File: config.mk
export PLATFORM = sky130hd
export DESIGN_NAME = stepper_bin_positioner_core_flat
export DESIGN_NICKNAME = d
export VERILOG_FILES = /design/src/rtl/sbp_pkg.sv /design/src/rtl/sbp_ifs.sv /design/src/rtl/stepper_bin_positioner_core.sv /design/src/flat_wrapper.sv
export SDC_FILE = /design/constraint.sdc
export NUM_CORES = 1
export LEC_CHECK = 0
export ABC_CLOCK_PERIOD_IN_PS = 16500
export BUFFER_PORTS_ARGS = -buffer_cell sky130_fd_sc_hd__buf_2
export CORE_ASPECT_RATIO = 0.6
export CORE_MARGIN = 2
export CORE_UTILIZATION = 50
export DETAILED_ROUTE_END_ITERATION = 10
export PLACE_DENSITY = 0.72
export SETUP_SLACK_MARGIN = 0.05
export SYNTH_ARGS = -nofsm -noshare
export SYNTH_HDL_FRONTEND = slang
export SYNTH_SLANG_ARGS = --single-unit
File: constraint.sdc
create_clock -name clock -period 16.5 [get_ports clock]
set_input_delay 1.65 -clock clock [delete_from_list [all_inputs] [get_ports clock]]
set_output_delay 1.65 -clock clock [all_outputs]
set_load 0.01 [all_outputs]
File: src/rtl/sbp_pkg.sv
// types, codes and tables of the stepper bin positioner
package sbp_pkg;

   localparam int PHASE_COUNT = 4;
   localparam int CSR_INDEX_W = 3;
   localparam int CSR_DATA_W  = 10;

   typedef enum logic [1:0] {
      KIND_TICK = 2'd0,
      KIND_SORT = 2'd1,
      KIND_HOME = 2'd2,
      KIND_HALL = 2'd3
   } kind_type;

   typedef enum logic [CSR_INDEX_W-1:0] {
      CSR_PHASE_0       = 3'd0,
      CSR_PHASE_1       = 3'd1,
      CSR_PHASE_2       = 3'd2,
      CSR_PHASE_3       = 3'd3,
      CSR_ACCEL_LENGTH  = 3'd4,
      CSR_BASE_DELAY    = 3'd5,
      CSR_QUARTER_STEPS = 3'd6
   } csr_index_type;

   // bin position and material codes share one encoding
   localparam logic [2:0] BIN_UNKNOWN  = 3'd0;
   localparam logic [2:0] BIN_ALUMINUM = 3'd1;
   localparam logic [2:0] BIN_STEEL    = 3'd2;
   localparam logic [2:0] BIN_WHITE    = 3'd3;
   localparam logic [2:0] BIN_BLACK    = 3'd4;

   localparam logic signed [6:0] RAMP_START = 7'sd10;

   // clockwise slot: black 0, aluminum 1, white 2, steel 3
   function automatic logic [1:0] slot_of(input logic [2:0] code);
      logic [1:0] slot;
      case (code)
         BIN_ALUMINUM: slot = 2'd1;
         BIN_STEEL:    slot = 2'd3;
         BIN_WHITE:    slot = 2'd2;
         default:      slot = 2'd0;
      endcase
      return slot;
   endfunction

endpackage

File: src/rtl/sbp_ifs.sv
// valid/ready channel interfaces for requests, responses and csr writes
interface sbp_req_if import sbp_pkg::*; ();
   logic       valid;
   logic       ready;
   logic [1:0] kind;
   logic [2:0] material;

   modport source  (output valid, kind, material, input ready);
   modport sink    (input valid, kind, material, output ready);
   modport monitor (input valid, ready, kind, material);
endinterface

interface sbp_rsp_if import sbp_pkg::*; ();
   logic       valid;
   logic       ready;
   logic [7:0] coil_pattern;
   logic       moving;
   logic       sort_done;
   logic [2:0] bin_position;

   modport source  (output valid, coil_pattern, moving, sort_done, bin_position, input ready);
   modport sink    (input valid, coil_pattern, moving, sort_done, bin_position, output ready);
   modport monitor (input valid, ready, coil_pattern, moving, sort_done, bin_position);
endinterface

interface sbp_csr_if import sbp_pkg::*; ();
   logic                   valid;
   logic                   ready;
   logic [CSR_INDEX_W-1:0] index;
   logic [CSR_DATA_W-1:0]  data;

   modport source  (output valid, index, data, input ready);
   modport sink    (input valid, index, data, output ready);
   modport monitor (input valid, ready, index, data);
endinterface

File: src/rtl/stepper_bin_positioner_core.sv
// stepper bin positioner: event-driven trapezoidal-ramp stepper sequencer
// latency: a result beat is valid the cycle after its request beat is taken
// throughput: one request per cycle while responses are taken; all state updates in one pass of logic
//   between the request handshake and the response register
// reset: synchronous, active high; position unknown, idle, ramp at ten,
//   csr registers at their default values, no response pending
module stepper_bin_positioner_core import sbp_pkg::*; #(
   parameter int HOME_STEP_TICKS = 16
) (
   input  logic         clock,
   input  logic         reset,
   sbp_req_if.sink      req_bus,
   sbp_rsp_if.source    rsp_bus,
   sbp_csr_if.sink      csr_bus
);

   localparam logic [8:0] HOME_WAIT = 9'(HOME_STEP_TICKS);

   // csr registers
   logic [7:0]  phase_pattern_ff [PHASE_COUNT];
   logic [4:0]  accel_length_ff;
   logic [7:0]  base_delay_ff;
   logic [9:0]  quarter_steps_ff;

   // positioning state
   logic [1:0]        phase_index_ff,   phase_index_in;
   logic [2:0]        bin_now_ff,       bin_now_in;
   logic [2:0]        bin_target_ff,    bin_target_in;
   logic              move_active_ff,   move_active_in;
   logic              move_ccw_ff,      move_ccw_in;
   logic [10:0]       steps_total_ff,   steps_total_in;
   logic [10:0]       steps_taken_ff,   steps_taken_in;
   logic signed [6:0] ramp_offset_ff,   ramp_offset_in;
   logic [8:0]        wait_left_ff,     wait_left_in;
   logic              homing_active_ff, homing_active_in;
   logic              home_found_ff,    home_found_in;

   // response register
   logic       rsp_valid_ff;
   logic [7:0] coil_pattern_ff;
   logic       moving_ff;
   logic       sort_done_ff;
   logic [2:0] bin_position_ff;

   logic              req_accept;
   logic              busy;
   logic              done;
   logic              do_step;
   logic              home_step;
   logic [1:0]        slot_gap;
   logic [2:0]        material;
   kind_type          kind;
   logic signed [6:0] ramp_step;
   logic signed [9:0] delay_sum;
   logic [11:0]       decel_sum;

   assign req_bus.ready = !rsp_valid_ff || rsp_bus.ready;
   assign req_accept    = req_bus.valid && req_bus.ready;
   assign csr_bus.ready = 1'b1;

   assign kind     = kind_type'(req_bus.kind);
   assign material = req_bus.material;
   assign busy     = move_active_ff || homing_active_ff;
   assign slot_gap = slot_of(material) - slot_of(bin_now_ff);

   always_comb begin
      phase_index_in   = phase_index_ff;
      bin_now_in       = bin_now_ff;
      bin_target_in    = bin_target_ff;
      move_active_in   = move_active_ff;
      move_ccw_in      = move_ccw_ff;
      steps_total_in   = steps_total_ff;
      steps_taken_in   = steps_taken_ff;
      ramp_offset_in   = ramp_offset_ff;
      wait_left_in     = wait_left_ff;
      homing_active_in = homing_active_ff;
      home_found_in    = home_found_ff;
      done             = 1'b0;
      do_step          = 1'b0;
      home_step        = 1'b0;
      ramp_step        = ramp_offset_ff;
      delay_sum        = '0;
      decel_sum        = '0;

      if (req_accept) begin
         case (kind)
            KIND_TICK: begin
               if (busy && wait_left_ff != 9'd0) begin
                  wait_left_in = wait_left_ff - 9'd1;
                  if (wait_left_ff == 9'd1) begin
                     if (move_active_ff) begin
                        if (steps_taken_ff < steps_total_ff) begin
                           do_step = 1'b1;
                        end else begin
                           move_active_in = 1'b0;
                           bin_now_in     = bin_target_ff;
                           done           = 1'b1;
                        end
                     end else if (home_found_ff) begin
                        homing_active_in = 1'b0;
                     end else begin
                        home_step = 1'b1;
                     end
                  end
               end
            end
            KIND_SORT: begin
               if (!busy && (material inside {[BIN_ALUMINUM:BIN_BLACK]})) begin
                  if (!(bin_now_ff inside {[BIN_ALUMINUM:BIN_BLACK]})) begin
                     // unknown position: adopt the target without turning
                     bin_now_in = material;
                     done       = 1'b1;
                  end else begin
                     bin_target_in = material;
                     if (slot_gap == 2'd0) begin
                        bin_now_in = material;
                        done       = 1'b1;
                     end else begin
                        case (slot_gap)
                           2'd1: begin
                              move_ccw_in    = 1'b0;
                              steps_total_in = {1'b0, quarter_steps_ff};
                           end
                           2'd3: begin
                              move_ccw_in    = 1'b1;
                              steps_total_in = {1'b0, quarter_steps_ff};
                           end
                           default: begin
                              // half turn: clockwise except white to black
                              move_ccw_in    = (bin_now_ff == BIN_WHITE) &&
                                               (material == BIN_BLACK);
                              steps_total_in = {quarter_steps_ff, 1'b0};
                           end
                        endcase
                        steps_taken_in = '0;
                        ramp_offset_in = RAMP_START;
                        if (quarter_steps_ff == 10'd0) begin
                           bin_now_in = material;
                           done       = 1'b1;
                        end else begin
                           move_active_in = 1'b1;
                           do_step        = 1'b1;
                        end
                     end
                  end
               end
            end
            KIND_HOME: begin
               if (!busy && !home_found_ff) begin
                  homing_active_in = 1'b1;
                  home_step        = 1'b1;
               end
            end
            KIND_HALL: begin
               home_found_in = 1'b1;
               bin_now_in    = BIN_BLACK;
            end
            default: ;
         endcase
      end

      if (home_step) begin
         phase_index_in = phase_index_ff + 2'd1;
         wait_left_in   = HOME_WAIT;
      end

      // one motor step: ramp update, phase advance, next step delay
      if (do_step) begin
         ramp_step = ramp_offset_in;
         if (steps_taken_in < {6'd0, accel_length_ff}) begin
            ramp_step = ramp_step - 7'sd1;
         end
         decel_sum = {1'b0, steps_taken_in} + {7'd0, accel_length_ff};
         if (decel_sum > {1'b0, steps_total_in}) begin
            ramp_step = ramp_step + 7'sd1;
         end
         ramp_offset_in = ramp_step;
         phase_index_in = move_ccw_in ? phase_index_ff - 2'd1 : phase_index_ff + 2'd1;
         steps_taken_in = steps_taken_in + 11'd1;
         delay_sum      = $signed({2'b00, base_delay_ff}) +
                          $signed({{3{ramp_step[6]}}, ramp_step});
         wait_left_in   = (delay_sum < 10'sd1) ? 9'd1 : delay_sum[8:0];
      end
   end

   always_ff @(posedge clock) begin
      if (reset) begin
         phase_pattern_ff[0] <= 8'd1;
         phase_pattern_ff[1] <= 8'd2;
         phase_pattern_ff[2] <= 8'd4;
         phase_pattern_ff[3] <= 8'd8;
         accel_length_ff     <= 5'd10;
         base_delay_ff       <= 8'd20;
         quarter_steps_ff    <= 10'd50;
      end else if (csr_bus.valid && csr_bus.ready) begin
         case (csr_index_type'(csr_bus.index))
            CSR_PHASE_0, CSR_PHASE_1, CSR_PHASE_2, CSR_PHASE_3: begin
               phase_pattern_ff[csr_bus.index[1:0]] <= csr_bus.data[7:0];
            end
            CSR_ACCEL_LENGTH:  accel_length_ff  <= csr_bus.data[4:0];
            CSR_BASE_DELAY:    base_delay_ff    <= csr_bus.data[7:0];
            CSR_QUARTER_STEPS: quarter_steps_ff <= csr_bus.data;
            default: ;
         endcase
      end
   end

   always_ff @(posedge clock) begin
      if (reset) begin
         phase_index_ff   <= '0;
         bin_now_ff       <= BIN_UNKNOWN;
         bin_target_ff    <= BIN_UNKNOWN;
         move_active_ff   <= 1'b0;
         move_ccw_ff      <= 1'b0;
         steps_total_ff   <= '0;
         steps_taken_ff   <= '0;
         ramp_offset_ff   <= RAMP_START;
         wait_left_ff     <= '0;
         homing_active_ff <= 1'b0;
         home_found_ff    <= 1'b0;
      end else begin
         phase_index_ff   <= phase_index_in;
         bin_now_ff       <= bin_now_in;
         bin_target_ff    <= bin_target_in;
         move_active_ff   <= move_active_in;
         move_ccw_ff      <= move_ccw_in;
         steps_total_ff   <= steps_total_in;
         steps_taken_ff   <= steps_taken_in;
         ramp_offset_ff   <= ramp_offset_in;
         wait_left_ff     <= wait_left_in;
         homing_active_ff <= homing_active_in;
         home_found_ff    <= home_found_in;
      end
   end

   always_ff @(posedge clock) begin
      if (reset) begin
         rsp_valid_ff <= 1'b0;
      end else if (req_accept) begin
         rsp_valid_ff <= 1'b1;
      end else if (rsp_bus.ready) begin
         rsp_valid_ff <= 1'b0;
      end
   end

   always_ff @(posedge clock) begin
      if (req_accept) begin
         coil_pattern_ff <= phase_pattern_ff[phase_index_in];
         moving_ff       <= move_active_in || homing_active_in;
         sort_done_ff    <= done;
         bin_position_ff <= bin_now_in;
      end
   end

   assign rsp_bus.valid        = rsp_valid_ff;
   assign rsp_bus.coil_pattern = coil_pattern_ff;
   assign rsp_bus.moving       = moving_ff;
   assign rsp_bus.sort_done    = sort_done_ff;
   assign rsp_bus.bin_position = bin_position_ff;

endmodule

File: src/flat_wrapper.sv
// flat-port wrapper written by rule: the top's interface ports become plain ports
module stepper_bin_positioner_core_flat import sbp_pkg::*;
#(
   parameter int HOME_STEP_TICKS = 16
)
  (clock, reset, req_bus_valid, req_bus_kind, req_bus_material, req_bus_ready, rsp_bus_valid, rsp_bus_coil_pattern, rsp_bus_moving, rsp_bus_sort_done, rsp_bus_bin_position, rsp_bus_ready, csr_bus_valid, csr_bus_index, csr_bus_data, csr_bus_ready);
  sbp_req_if req_bus_i ();
  sbp_rsp_if rsp_bus_i ();
  sbp_csr_if csr_bus_i ();
  input  logic clock;
  input  logic reset;
  input wire logic [$bits(req_bus_i.valid)-1:0] req_bus_valid;
  input wire logic [$bits(req_bus_i.kind)-1:0] req_bus_kind;
  input wire logic [$bits(req_bus_i.material)-1:0] req_bus_material;
  output wire logic [$bits(req_bus_i.ready)-1:0] req_bus_ready;
  output wire logic [$bits(rsp_bus_i.valid)-1:0] rsp_bus_valid;
  output wire logic [$bits(rsp_bus_i.coil_pattern)-1:0] rsp_bus_coil_pattern;
  output wire logic [$bits(rsp_bus_i.moving)-1:0] rsp_bus_moving;
  output wire logic [$bits(rsp_bus_i.sort_done)-1:0] rsp_bus_sort_done;
  output wire logic [$bits(rsp_bus_i.bin_position)-1:0] rsp_bus_bin_position;
  input wire logic [$bits(rsp_bus_i.ready)-1:0] rsp_bus_ready;
  input wire logic [$bits(csr_bus_i.valid)-1:0] csr_bus_valid;
  input wire logic [$bits(csr_bus_i.index)-1:0] csr_bus_index;
  input wire logic [$bits(csr_bus_i.data)-1:0] csr_bus_data;
  output wire logic [$bits(csr_bus_i.ready)-1:0] csr_bus_ready;
  assign req_bus_i.valid = req_bus_valid;
  assign req_bus_i.kind = req_bus_kind;
  assign req_bus_i.material = req_bus_material;
  assign req_bus_ready = req_bus_i.ready;
  assign rsp_bus_valid = rsp_bus_i.valid;
  assign rsp_bus_coil_pattern = rsp_bus_i.coil_pattern;
  assign rsp_bus_moving = rsp_bus_i.moving;
  assign rsp_bus_sort_done = rsp_bus_i.sort_done;
  assign rsp_bus_bin_position = rsp_bus_i.bin_position;
  assign rsp_bus_i.ready = rsp_bus_ready;
  assign csr_bus_i.valid = csr_bus_valid;
  assign csr_bus_i.index = csr_bus_index;
  assign csr_bus_i.data = csr_bus_data;
  assign csr_bus_ready = csr_bus_i.ready;
  stepper_bin_positioner_core #(.HOME_STEP_TICKS(HOME_STEP_TICKS)) u_core (.clock(clock), .reset(reset), .req_bus(req_bus_i), .rsp_bus(rsp_bus_i), .csr_bus(csr_bus_i));
endmodule
==> flow_summary_export.csv <==
group,metric,value,unit
status,status,"finished clean",
worst_setup_path,reg2reg_depth,36,
yosys,syn-num-nets,919,
worst_setup_path,slowest_delay,0.73,ns
floorplan,design.die.area,16000,um2
global_route,antenna_found_initial,0,
worst_setup_path,rr_endpoint,"u_core.wait_left_ff[6]$_SDFFE_PP0P_",
yosys,synth_compound_area_frac,0.179,
worst_setup_path,worstPathBufferInverterCount,4,
power_and_ir_drop,p_sw,0.195,mW
cells_and_area,multi_input_area,4300,um2
global_route,grt_max_degree,68,
yosys,synth_top_area_frac,0.198,
yosys,synth_area,7460,um2
drt,wire_per_inst,18.7,um
placed_design,dp_hpwl,14400,um
sta,post-route-min-period,9.71,ns
clock_tree,cts_buffers,17,
yosys,synthTopCellsByCount,"87 x nor2_1, 74 x dfxtp_1, 72 x nand2_1",
worst_setup_path,endpoint_kind,"flip-flop",
cells_and_area,finalNetCount,941,
sta,maxSlewViolCount,0,
yosys,synth_top_family_by_area,"simple AND/OR/NAND/NOR gates",
clock_tree,cts.sinks,119,
clock_tree,cts.repair.resized,0,
power_and_ir_drop,p_total,0.786,mW
floorplan,num_rows,34,
clock_tree,cts_tree,"built",
sta,tightest_slew,1.26,ns
sta,finalCritPeriodShare,0.588,
cells_and_area,fill_cells,1277,
worst_setup_path,crit_family,"compound AO/OA/AOI/OAI gates",
cells_and_area,post-route-cell-area,8390,um2
worst_setup_path,critPathKind,"in2reg",
sta,tns,0,ns
yosys,syn_inst,848,
worst_setup_path,r2r-start,"u_core.bin_now_ff[1]$_SDFF_PP0_",
worst_setup_path,worstPathArrival,10.06,ns
worst_setup_path,start_kind,"primary input",
global_route,grt_pass1_wl,32400,um
clock_tree,root_buffer,"clkbuf_16",
floorplan,die_width,162,um
cells_and_area,final_cells,1081,
sta,clock_skew,0.0110,ns
power_and_ir_drop,p_per_area,93.7,nW/um2
cells_and_area,area_growth,12.5,%
worst_hold_path,whs_endpoint,"u_core.bin_target_ff[1]$_SDFFE_PP0P_",
worst_setup_path,cp_max_fo,39,
power_and_ir_drop,switching_share,0.248,
clock_tree,cts_buffer_depth,2,
sta,fmax,103,MHz
yosys,synthAdderAreaFrac,0.0825,
placed_design,gp_congestion,0.919,
drt,vias,6586,
worst_setup_path,cp_common_cell,"nor2_1",
yosys,synth.most_common_cell,"nor2_1",
yosys,synth.avg_cell_area,8.80,um2
placed_design,placed_area,7760,um2
power_and_ir_drop,pwr-share-clk,0.501,
yosys,synth_mux_area_frac,0.0372,
yosys,synth_seq_cells,119,
yosys,synth_edf_count,45,
cells_and_area,drive_above_1_share,0.114,
yosys,synth_xor_area_frac,0.0433,
cells_and_area,diodes,0,
global_route,grt_pass1_vias,5835,
yosys,synthSimpleGateAreaFrac,0.234,
power_and_ir_drop,combPwrFrac,0.087,
flow_run,cap_violations,0,
power_and_ir_drop,power.internal,0.591,mW
power_and_ir_drop,power.leakage,3.23,nW
yosys,synth.distinct_cells,81,
yosys,ys_seq_area_frac,0.380,
clock_tree,cts_setup_buffers,0,
power_and_ir_drop,vdd_drop_max,68.7,uV
floorplan,start_util,0.513,
cells_and_area,seqCellArea,2830,um2
floorplan,core_area,14500,um2
worst_hold_path,worstHoldStart,"u_core.bin_target_ff[1]$_SDFFE_PP0P_",
floorplan,ioPinCount,39,
clock_tree,cts_hold_buf,0,
clock_tree,insertion_delay,0.42,ns
sta,setup_viol,0,
yosys,yosys.area.top_type,"dfxtp_1",
yosys,synthFlopType,"dfxtp_1",
worst_setup_path,cp_slowest_cell,"ha_1",
yosys,async_flop_share,0,
clock_tree,htree_num_levels,4,
drt,drc,0,
drt,detail-route-antenna-nets,0,
global_route,track_usage,0.261,
worst_hold_path,hold_path.class,"reg2reg",
drt,via_per_inst,6.09,
yosys,synthTopCellsByArea,"dfxtp_1 20%, edfxtp_1 18%, ha_1 7.7%, nor2_1 4.4%, a21oi_1 3.8%",
placed_design,placed_cells,1049,
placed_design,io_buffers,37,
worst_setup_path,cp.required,16.86,ns
clock_tree,path_clk_slew,0.05,ns
global_route,globalRoute.totalOverflow,0,
power_and_ir_drop,power_frac_seq,0.412,
drt,dr.pass1.iters,5,
sta,hold_viol,0,
worst_setup_path,r2r_slack,7.74,ns
sta,slew_headroom,0.161,
sta,rsz0062_at_grt,"no",
drt,drt_iter0_drc,868,
drt,wl,20300,um
yosys,yosys_warnings,0,
worst_hold_path,worstHoldPathCells,2,
floorplan,die_y,98.6,um
## per-stage QoR
stage / util / worst slack [ns] / hold slack [ns]
detailed placement: 0.533 / 6.57 / 0.463
floorplan: - / 7.73 / 0.432
CTS: 0.577 / 6.96 / 0.471
finish: 0.577 / 6.79 / 0.472
global placement: 0.533 / 6.80 / 0.455
global route: 0.577 / 6.02 / 0.492
## placed cells by master, fill, tap and decap left out, types with 4 or more instances in the layout
cell type	Yosys	layout
nand2_1	72	72
nand3_1	27	27
nand4b_1	4	4
and2_1	43	43
a31oi_1	9	9
o22ai_1	12	12
or3_1	6	6
dfxtp_1	74	74
mux2i_1	21	21
nor3_1	20	20
mux2_2	6	6
o21ai_0	33	33
a21oi_1	57	57
a21o_1	9	9
ha_1	46	46
xnor2_1	12	12
a211oi_1	6	6
o211ai_1	9	9
clkbuf_16	0	19
nor2_1	87	87
nand4_1	10	10
nand2b_1	14	14
a311oi_1	4	4
o21a_1	5	5
nor3b_1	5	5
buf_2	1	37
buf_4	4	6
nor4_1	9	9
edfxtp_1	45	45
o221ai_1	16	16
nor2b_1	7	7
xor2_1	23	23
inv_1	39	39
and3_1	11	11
or2_2	4	4
## state kept, by name, summed over array words and instances (netlist names)
register                     count
u_core.homing_active_ff          1
u_core.rsp_bus.coil_pattern      8
u_core.bin_now_ff                3
u_core.rsp_bus.valid             1
u_core.bin_target_ff             3
u_core.rsp_bus.sort_done         1
u_core.ramp_offset_ff            7
u_core.home_found_ff             1
u_core.move_active_ff            1
u_core.phase_pattern_ff         32
u_core.rsp_bus.bin_position      3
u_core.rsp_bus.moving            1
u_core.steps_taken_ff           11
u_core.quarter_steps_ff         10
u_core.wait_left_ff              9
u_core.accel_length_ff           5
u_core.base_delay_ff             8
u_core.move_ccw_ff               1
u_core.phase_index_ff            2
u_core.steps_total_ff           11
## logic make-up (layout without fill, tap and decap cells)
family / after synthesis / in the layout
AOI/OAI and AO/OA: 200 / 200
xor gates and xnor gates: 36 / 36
adders and majority gates: 48 / 48
buffers and inverters: 79 / 114
DFF: 119 / 119
muxes: 27 / 27
other: 1 / 1
and+or+nand+nor: 338 / 338
## power by group through the flow
stage / registers (mW) / logic (mW) / clock network [mW]
5_1_grt: 0.325 / 0.0745 / 0.410
3_3_place_gp: 0.329 / 0.0654 / 0
2_1_floorplan: 0.329 / 0.0431 / 0
3_5_place_dp: 0.330 / 0.0662 / 0
4_1_cts: 0.323 / 0.0668 / 0.397
6_report: 0.324 / 0.0682 / 0.394
## per-layer routing
layer | wire, um | GRT usage
met5 | 0 | 0
met4 | 162 | 0.0606
met3 | 2350 | 0.0749
met2 | 7790 | 0.347
met1 | 9950 | 0.411
## layout make-up
class	count	area share
clock buffer	21	0.0599
clock inverter	11	0.0157
inverter	39	0.0174
multi-input combinational	650	0.513
sequential	119	0.337
tap	198	0.0295
timing repair buffer	43	0.0274
## worst register-to-register path, delay by kind of cell (launching register included)
kind	cells	cell delay (ns)
AOI/OAI and AO/OA	13	3.24
and+or+nand+nor	14	2.44
DFF	1	0.47
buffers and inverters	3	0.53
adders and majority gates	5	1.86
xor gates and xnor gates	1	0.15
## worst max-delay path by stage
| stage | endpoint | startpoint | cells past startpoint | slack, ns |
|---|---|---|---|---|
| 5_1_grt | u_core.wait_left_ff[6]$_SDFFE_PP0P_ | req_bus_material[1] | 37 | 6.02 |
| 6_report | u_core.wait_left_ff[6]$_SDFFE_PP0P_ | req_bus_material[1] | 37 | 6.79 |
| 4_1_cts | u_core.wait_left_ff[6]$_SDFFE_PP0P_ | req_bus_material[1] | 37 | 6.96 |
| 3_5_place_dp | u_core.wait_left_ff[6]$_SDFFE_PP0P_ | req_bus_material[1] | 37 | 6.57 |
| 2_1_floorplan | u_core.wait_left_ff[6]$_SDFFE_PP0P_ | req_bus_material[1] | 38 | 7.73 |
| 3_3_place_gp | u_core.wait_left_ff[6]$_SDFFE_PP0P_ | req_bus_material[1] | 37 | 6.80 |
No activity file was read; power rests on OpenSTA's default activity.
